<file path="src/rtl/att_pkg.sv">
// Shared types, constants and helper functions for the allocation tracker table.
package att_pkg;

  // Table geometry
  localparam int unsigned TableDepth = 16;
  localparam int unsigned IdxW       = $clog2(TableDepth);
  localparam int unsigned CntW       = $clog2(TableDepth + 1);

  // Field widths
  localparam int unsigned AddrW  = 48;
  localparam int unsigned SizeW  = 32;
  localparam int unsigned CallW  = 32;
  localparam int unsigned BytesW = 48;

  // Opcode values
  localparam logic OpAlloc   = 1'b0;
  localparam logic OpRelease = 1'b1;

  // Result status codes
  typedef enum logic [2:0] {
    ST_NEW     = 3'd0,
    ST_REUSED  = 3'd1,
    ST_FULL    = 3'd2,
    ST_REL_OK  = 3'd3,
    ST_NULL    = 3'd4,
    ST_DOUBLE  = 3'd5,
    ST_UNKNOWN = 3'd6
  } att_status_e;

  // Controller states
  typedef enum logic [1:0] {
    S_IDLE,
    S_SCAN,
    S_UPDATE
  } att_state_e;

  // Input transaction payload
  typedef struct packed {
    logic              opcode;
    logic [AddrW-1:0]  address;
    logic [SizeW-1:0]  size_bytes;
  } att_in_t;

  // Output transaction payload
  typedef struct packed {
    logic [2:0]        status;
    logic [CallW-1:0]  alloc_calls;
    logic [CallW-1:0]  release_ok_calls;
    logic [CallW-1:0]  release_failed_calls;
    logic [BytesW-1:0] bytes_allocated;
    logic [BytesW-1:0] bytes_released;
  } att_out_t;

  // Controller to datapath commands
  typedef struct packed {
    logic start;    // latch new item, restart the scan
    logic scan_en;  // step the table scan
    logic update;   // commit table/counter update and load the result
  } att_cmd_t;

  // Datapath to controller status
  typedef struct packed {
    logic hit;       // compared entry matches the item address
    logic miss;      // scan exhausted with no match
    logic null_rel;  // release of address zero
  } att_sts_t;

  // Saturating increment of a call counter
  function automatic logic [CallW-1:0] sat_inc(input logic [CallW-1:0] v);
    logic [CallW:0] s;
    s = {1'b0, v} + {{CallW{1'b0}}, 1'b1};
    return s[CallW] ? {CallW{1'b1}} : s[CallW-1:0];
  endfunction

  // Saturating add of a size to a byte total
  function automatic logic [BytesW-1:0] sat_add(input logic [BytesW-1:0] total,
                                                 input logic [SizeW-1:0]  add);
    logic [BytesW:0] s;
    s = {1'b0, total} + {{(BytesW - SizeW + 1){1'b0}}, add};
    return s[BytesW] ? {BytesW{1'b1}} : s[BytesW-1:0];
  endfunction

endpackage

</file>
<file path="src/rtl/att_ctrl.sv">
// Controller state machine: sequences accept, table scan, update and result hand-off.
module att_ctrl (
  input  logic              clk_i,
  input  logic              rst_ni,
  input  logic              in_valid_i,
  output logic              in_stall_o,
  output logic              out_valid_o,
  input  logic              out_stall_i,
  input  att_pkg::att_sts_t sts_i,
  output att_pkg::att_cmd_t cmd_o
);

  att_pkg::att_state_e state_q, state_d;
  logic                out_valid_q, out_valid_d;
  logic                accept;
  logic                out_free;

  // State and output-valid registers
  always_ff @(posedge clk_i or negedge rst_ni) begin
    if (!rst_ni) begin
      state_q     <= att_pkg::S_IDLE;
      out_valid_q <= 1'b0;
    end else begin
      state_q     <= state_d;
      out_valid_q <= out_valid_d;
    end
  end

  assign in_stall_o  = (state_q != att_pkg::S_IDLE);
  assign accept      = in_valid_i && (state_q == att_pkg::S_IDLE);
  assign out_free    = !out_valid_q || !out_stall_i;
  assign out_valid_o = out_valid_q;

  // Next state and commands
  always_comb begin
    state_d       = state_q;
    cmd_o         = '0;
    cmd_o.start   = accept;
    unique case (state_q)
      att_pkg::S_IDLE: begin
        if (accept) state_d = att_pkg::S_SCAN;
      end
      att_pkg::S_SCAN: begin
        if (sts_i.null_rel || sts_i.hit || sts_i.miss) begin
          state_d = att_pkg::S_UPDATE;
        end else begin
          cmd_o.scan_en = 1'b1;
        end
      end
      att_pkg::S_UPDATE: begin
        // hold the finished item until the result register is free
        if (out_free) begin
          cmd_o.update = 1'b1;
          state_d      = att_pkg::S_IDLE;
        end
      end
      default: state_d = att_pkg::S_IDLE;
    endcase
  end

  // Result valid: set on commit, cleared once the transaction is taken
  always_comb begin
    if (cmd_o.update) begin
      out_valid_d = 1'b1;
    end else if (out_valid_q && !out_stall_i) begin
      out_valid_d = 1'b0;
    end else begin
      out_valid_d = out_valid_q;
    end
  end

endmodule

</file>
<file path="src/rtl/att_datapath.sv">
// Datapath: item register, entry table, scan pipeline, counters and result register.
module att_datapath (
  input  logic              clk_i,
  input  logic              rst_ni,
  input  att_pkg::att_in_t  in_data_i,
  input  att_pkg::att_cmd_t cmd_i,
  output att_pkg::att_sts_t sts_o,
  output att_pkg::att_out_t out_data_o
);

  // Entry table storage
  logic [att_pkg::AddrW-1:0] addr_mem [att_pkg::TableDepth];
  logic [att_pkg::SizeW-1:0] size_mem [att_pkg::TableDepth];
  logic [att_pkg::TableDepth-1:0] live_q;

  att_pkg::att_in_t item_q;
  logic [att_pkg::CntW-1:0]   used_q;
  logic [att_pkg::CntW-1:0]   scan_idx_q;
  logic                       cmp_vld_q;
  logic [att_pkg::IdxW-1:0]   cmp_idx_q;
  logic [att_pkg::AddrW-1:0]  rd_addr_q;
  logic [att_pkg::SizeW-1:0]  rd_size_q;

  logic [att_pkg::CallW-1:0]  alloc_cnt_q, alloc_cnt_d;
  logic [att_pkg::CallW-1:0]  rel_ok_cnt_q, rel_ok_cnt_d;
  logic [att_pkg::CallW-1:0]  rel_fail_cnt_q, rel_fail_cnt_d;
  logic [att_pkg::BytesW-1:0] alloc_bytes_q, alloc_bytes_d;
  logic [att_pkg::BytesW-1:0] rel_bytes_q, rel_bytes_d;
  att_pkg::att_out_t          res_q;

  logic                     hit;
  logic                     issue;
  logic                     full;
  logic                     null_rel;
  logic [att_pkg::IdxW-1:0] new_idx;
  att_pkg::att_status_e     status;
  logic                     wr_new;
  logic                     wr_reuse;
  logic                     set_live;
  logic                     clr_live;

  assign hit      = cmp_vld_q && (rd_addr_q == item_q.address);
  assign issue    = cmd_i.scan_en && !hit && (scan_idx_q < used_q);
  assign full     = (used_q == att_pkg::CntW'(att_pkg::TableDepth));
  assign null_rel = (item_q.opcode == att_pkg::OpRelease) &&
                    (item_q.address == '0);
  assign new_idx  = used_q[att_pkg::IdxW-1:0];

  assign sts_o.hit      = hit;
  assign sts_o.miss     = !cmp_vld_q && (scan_idx_q >= used_q);
  assign sts_o.null_rel = null_rel;

  // Item register
  always_ff @(posedge clk_i) begin
    if (cmd_i.start) item_q <= in_data_i;
  end

  // Scan pipeline control: one table read issued per cycle, compared the next
  always_ff @(posedge clk_i or negedge rst_ni) begin
    if (!rst_ni) begin
      scan_idx_q <= '0;
      cmp_vld_q  <= 1'b0;
    end else if (cmd_i.start) begin
      scan_idx_q <= '0;
      cmp_vld_q  <= 1'b0;
    end else if (cmd_i.scan_en && !hit) begin
      cmp_vld_q <= issue;
      if (issue) scan_idx_q <= scan_idx_q + att_pkg::CntW'(1);
    end
  end

  // Table read port, registered
  always_ff @(posedge clk_i) begin
    if (issue) begin
      rd_addr_q <= addr_mem[scan_idx_q[att_pkg::IdxW-1:0]];
      rd_size_q <= size_mem[scan_idx_q[att_pkg::IdxW-1:0]];
      cmp_idx_q <= scan_idx_q[att_pkg::IdxW-1:0];
    end
  end

  // Update decision and next counter values
  always_comb begin
    alloc_cnt_d    = alloc_cnt_q;
    rel_ok_cnt_d   = rel_ok_cnt_q;
    rel_fail_cnt_d = rel_fail_cnt_q;
    alloc_bytes_d  = alloc_bytes_q;
    rel_bytes_d    = rel_bytes_q;
    wr_new         = 1'b0;
    wr_reuse       = 1'b0;
    set_live       = 1'b0;
    clr_live       = 1'b0;
    status         = att_pkg::ST_NEW;
    if (item_q.opcode == att_pkg::OpAlloc) begin
      if (hit) begin
        wr_reuse      = 1'b1;
        alloc_cnt_d   = att_pkg::sat_inc(alloc_cnt_q);
        alloc_bytes_d = att_pkg::sat_add(alloc_bytes_q, item_q.size_bytes);
        status        = att_pkg::ST_REUSED;
      end else if (full) begin
        status = att_pkg::ST_FULL;
      end else begin
        wr_new        = 1'b1;
        alloc_cnt_d   = att_pkg::sat_inc(alloc_cnt_q);
        alloc_bytes_d = att_pkg::sat_add(alloc_bytes_q, item_q.size_bytes);
        status        = att_pkg::ST_NEW;
      end
      set_live = wr_new || wr_reuse;
    end else begin
      if (null_rel) begin
        rel_fail_cnt_d = att_pkg::sat_inc(rel_fail_cnt_q);
        status         = att_pkg::ST_NULL;
      end else if (!hit) begin
        rel_fail_cnt_d = att_pkg::sat_inc(rel_fail_cnt_q);
        status         = att_pkg::ST_UNKNOWN;
      end else if (!live_q[cmp_idx_q]) begin
        rel_fail_cnt_d = att_pkg::sat_inc(rel_fail_cnt_q);
        status         = att_pkg::ST_DOUBLE;
      end else begin
        clr_live     = 1'b1;
        rel_ok_cnt_d = att_pkg::sat_inc(rel_ok_cnt_q);
        rel_bytes_d  = att_pkg::sat_add(rel_bytes_q, rd_size_q);
        status       = att_pkg::ST_REL_OK;
      end
    end
  end

  // Table write port
  always_ff @(posedge clk_i) begin
    if (cmd_i.update && wr_new) begin
      addr_mem[new_idx] <= item_q.address;
      size_mem[new_idx] <= item_q.size_bytes;
    end else if (cmd_i.update && wr_reuse) begin
      size_mem[cmp_idx_q] <= item_q.size_bytes;
    end
  end

  // Live bits, fill count and counters
  always_ff @(posedge clk_i or negedge rst_ni) begin
    if (!rst_ni) begin
      live_q         <= '0;
      used_q         <= '0;
      alloc_cnt_q    <= '0;
      rel_ok_cnt_q   <= '0;
      rel_fail_cnt_q <= '0;
      alloc_bytes_q  <= '0;
      rel_bytes_q    <= '0;
    end else if (cmd_i.update) begin
      if (wr_new) begin
        live_q[new_idx] <= 1'b1;
        used_q          <= used_q + att_pkg::CntW'(1);
      end else if (set_live) begin
        live_q[cmp_idx_q] <= 1'b1;
      end else if (clr_live) begin
        live_q[cmp_idx_q] <= 1'b0;
      end
      alloc_cnt_q    <= alloc_cnt_d;
      rel_ok_cnt_q   <= rel_ok_cnt_d;
      rel_fail_cnt_q <= rel_fail_cnt_d;
      alloc_bytes_q  <= alloc_bytes_d;
      rel_bytes_q    <= rel_bytes_d;
    end
  end

  // Result register: status plus a snapshot of the updated counters
  always_ff @(posedge clk_i) begin
    if (cmd_i.update) begin
      res_q.status               <= status;
      res_q.alloc_calls          <= alloc_cnt_d;
      res_q.release_ok_calls     <= rel_ok_cnt_d;
      res_q.release_failed_calls <= rel_fail_cnt_d;
      res_q.bytes_allocated      <= alloc_bytes_d;
      res_q.bytes_released       <= rel_bytes_d;
    end
  end

  assign out_data_o = res_q;

endmodule

</file>
<file path="src/rtl/allocation_tracker_table_unit.sv">
// Allocation tracker table: top level joining the controller and the datapath.
// An accepted item is compared against the N entries in use (N at most 16), in order,
// until a hit or the end of the used entries; then the update is committed and the result
// loaded. A null release, or any item while the table is empty, reads no entry. The scan
// reads one entry per cycle. Items are handled one at a time; the next item is accepted in
// the cycle after the previous result is committed, and output stalls hold that commit.
// Reset: asynchronous active-low; clears live bits, fill count, counters and control.
module allocation_tracker_table_unit (
  input  logic              clk_i,
  input  logic              rst_ni,
  input  logic              in_valid_i,
  output logic              in_stall_o,
  input  att_pkg::att_in_t  in_data_i,
  output logic              out_valid_o,
  input  logic              out_stall_i,
  output att_pkg::att_out_t out_data_o
);

  att_pkg::att_cmd_t cmd;
  att_pkg::att_sts_t sts;

  // Sequencer
  att_ctrl u_ctrl (
    .clk_i       (clk_i),
    .rst_ni      (rst_ni),
    .in_valid_i  (in_valid_i),
    .in_stall_o  (in_stall_o),
    .out_valid_o (out_valid_o),
    .out_stall_i (out_stall_i),
    .sts_i       (sts),
    .cmd_o       (cmd)
  );

  // Table, counters and result register
  att_datapath u_datapath (
    .clk_i      (clk_i),
    .rst_ni     (rst_ni),
    .in_data_i  (in_data_i),
    .cmd_i      (cmd),
    .sts_o      (sts),
    .out_data_o (out_data_o)
  );

endmodule

</file>
<file path="config.mk">
export PLATFORM = sky130hd
export DESIGN_NAME = allocation_tracker_table_unit
export DESIGN_NICKNAME = d
export VERILOG_FILES = /design/src/rtl/att_pkg.sv /design/src/rtl/att_ctrl.sv /design/src/rtl/att_datapath.sv /design/src/rtl/allocation_tracker_table_unit.sv
export SDC_FILE = /design/constraint.sdc
export NUM_CORES = 2
export LEC_CHECK = 0
export BUFFER_PORTS_ARGS = -buffer_cell sky130_fd_sc_hd__buf_2
export CAP_MARGIN = 30
export CORE_ASPECT_RATIO = 1.4
export CORE_MARGIN = 2
export CORE_UTILIZATION = 35
export CTS_BUF_LIST = sky130_fd_sc_hd__clkbuf_4 sky130_fd_sc_hd__clkbuf_8
export DETAILED_ROUTE_END_ITERATION = 10
export PLACE_DENSITY = 0.52
export SYNTH_ARGS = -nofsm -noshare
export SYNTH_HDL_FRONTEND = slang
export SYNTH_SLANG_ARGS = --single-unit
</file>
<file path="constraint.sdc">
create_clock -name clk_i -period 9.4 [get_ports clk_i]
set_input_delay 1.88 -clock clk_i [delete_from_list [all_inputs] [get_ports clk_i]]
set_output_delay 1.88 -clock clk_i [all_outputs]
set_load 0.01 [all_outputs]
</file>
==> results.ini <==
[status]
status = complete, no violations

[clock_network]
clk_pin_slew_worst_paths_ns = 0.06
cts_buffer_depth = 4
cts-root-buf = clkbuf_8
cts_buffers = 306
cts_sinks = 1862
cts_tree = built
clock_latency_ns = 0.92
h-tree-depth = 5
cts_hold_buf = 0
cts-resized-gates = 0
cts_setup_buffers = 0

[global_routing]
grt_max_degree = 128
grt_pass1_vias = 43900
track_usage_pct = 17.68
overflow = 0
antenna_found_initial = 10
grt_pass1_wl_mm = 291.8

[sta]
fin_setup_tns_ns = 0
min_period_over_period_pct = 56.43
worstMarginPinSlew_ns = 1.025
fin_skew_ns = 0.08508
max_clock_freq_mhz = 188.5
hold_viol = 0
period_minus_slack_ns = 5.305
hold_slack_ns = 0.5170
slew_headroom_pct = 31.68
setup_slack_ns = 4.095
final-setup-viol-count = 0
rsz0062_at_grt = false
maxSlewViolCount = 0

[drt]
drc = 0
drt-initial-drc-count = 3080
vias = 42460
routed_wl_mm = 200.5
ant_nets = 0
wire_per_inst_um = 24.81
vias_per_cell = 5.254
drt_pass1_iterations = 6

[floorplanning]
die_x_um = 399.9
die_area_um2 = 223300
die_height_um = 558.3
core_um2 = 218400
rows = 203
initial_utilization_pct = 35.16
io_pins = 282

[pwr]
p_leak_uw = 0.02939
power_uw = 22020
power_density_nw_per_um2 = 249.5
ir_worst_vdd_mv = 0.2157

[cells_and_area]
drive_above_1_share_pct = 26.60
final_net_count = 5145
area_delta_synth_final_pct = 14.90
final_area_um2 = 88250
multi_input_area_um2 = 21360
n_fill_cell = 20020
regArea_um2 = 54820

[synth]
synth_ff_type = edfxtp_1
synth_cell_types = 74
mappedNetlistArea_um2 = 76810
yosysSeqAreaShare_pct = 71.35
yosysWarnings = 0
syn_inst = 4501
synth.avg_cell_area_um2 = 17.07
synthArstFlopShare_pct = 11.92
synthesis.nets = 4665
synth-edff-count = 1640
ys_seq_elements = 1862

[placed_design]
port_buffers = 281
hpwl_mm = 119.7
gp_congestion = 0.8478
dpl_cell_area_um2 = 82250
pre_cts_slack_ns = 3.683

[critical_path]
critPathKind = flip-flop to flip-flop
cp_max_fo = 30
arrival_ns = 5.80
required_ns = 9.89
crit_path_start_kind = flip-flop
endpoint_kind = flip-flop

[run]
drv_cap = 0

[min_path]
hp-class = flip-flop to flip-flop

[metal layers]
layer / up-vias / track usage (%) / share of wire, %
met2: 1198 / 30.89 / 51
met1: 22020 / 22.23 / 41
met4: 2 / 5.447 / 2.8
li1: 18910 / - / -
met3: 324 / 3.143 / 5.1
met5: - / 0 / 0.0045
[cell families (layout without fill, tap and decap cells)]
family	after synthesis	in the layout	share of synthesized area (%)
AOI/OAI and AO/OA	670	670	5.247
other	0	4	0
DFF	1862	1862	71.35
buffers and inverters	248	954	1.243
adders and majority gates	79	79	1.306
muxes	456	456	12.61
xor gates and xnor gates	188	188	2.144
and+or+nand+nor	998	998	6.097
[registers in the layout, summed over array words and instances (netlist names), 48 cells and up, named ones only]
register	count
u_datapath.size_mem	512
u_datapath.out_data_o	195
u_datapath.item_q	81
u_datapath.addr_mem	768
u_datapath.alloc_bytes_q	48
u_datapath.rd_addr_q	48
u_datapath.rel_bytes_q	48
[power breakdown]
group / internal, µW / switching (µW)
Sequential: 9860 / 608
Clock: 3810 / 3260
Combinational: 1990 / 2490
[area by class of cell]
cell class / count / area share (%)
Sequential cell: 1862 / 62.11
Multi-Input combinational cell: 2391 / 24.21
Clock buffer: 419 / 5.833
Tap cell: 2870 / 4.069
Timing Repair Buffer: 380 / 2.653
Clock inverter: 115 / 0.9286
Inverter: 40 / 0.1843
Antenna cell: 4 / 0.01134
[synth_stat cells, types with 24 or more instances]
master / number / area (µm²)
edfxtp_1: 1640 / 49250
mux4_2: 405 / 9121
nand2_1: 354 / 1329
nor2_1: 237 / 889.6
dfrtp_1: 222 / 5555
o21ai_0: 219 / 1096
a21oi_1: 205 / 1026
clkbuf_1: 154 / 578.1
nand3_1: 105 / 525.5
xnor2_1: 99 / 867.1
xor2_1: 89 / 779.5
ha_1: 77 / 963.4
and3_1: 70 / 437.9
a31oi_1: 61 / 381.6
nand4_1: 48 / 300.3
mux2_2: 46 / 518.0
inv_1: 40 / 150.1
buf_1: 35 / 131.4
a21o_1: 34 / 255.2
nor3_1: 34 / 170.2
nor4_1: 34 / 212.7
and2_1: 24 / 150.1
[placed cells by master (no fill, tap or decap), types with 89 or more instances in the layout]
cell type / count
xor2_1: 89
clkbuf_8: 320
nor2_1: 229
mux4_2: 405
nand2_1: 353
nand3_1: 105
xnor2_1: 99
buf_2: 280
o21ai_0: 219
edfxtp_1: 1640
a21oi_1: 187
clkbuf_4: 99
dfrtp_1: 218
[path summary, 6_finish.rpt]
kind,slack [ns],startpoint,cells past startpoint,end
setup / recovery,4.10,u_datapath.item_q[64],9,u_datapath.addr_mem[15][0]
hold / removal,0.52,u_datapath.rel_bytes_q[25],2,u_datapath.rel_bytes_q[25]
setup reg to reg,4.10,u_datapath.item_q[64],9,u_datapath.addr_mem[15][0]
hold reg to reg,0.52,u_datapath.rel_bytes_q[25],2,u_datapath.rel_bytes_q[25]
max in group asynchronous,6.77,rst_ni,2,u_datapath.scan_idx_q[3]
min in group asynchronous,1.08,rst_ni,1,u_datapath.rel_fail_cnt_q[18]
[per-stage QoR]
stage	util, %	cells
after CTS	40.38	8076
after global placement	37.57	7533
final	40.40	8081
after floorplan	-	4501
after global routing	40.40	8078
after detailed placement	37.65	7542
[worst max-delay path: stages, from the launching register on]
cell	delay [ns]
edfxtp_1	0.74
xor2_1	0.43
nor4_1	0.08
nand4_1	0.31
nor4_1	0.18
or3_1	0.49
nor2_1	0.61
nand2_1	0.45
nor2_4	0.83
buf_4	0.67
Power figures use the tool's default switching activity.
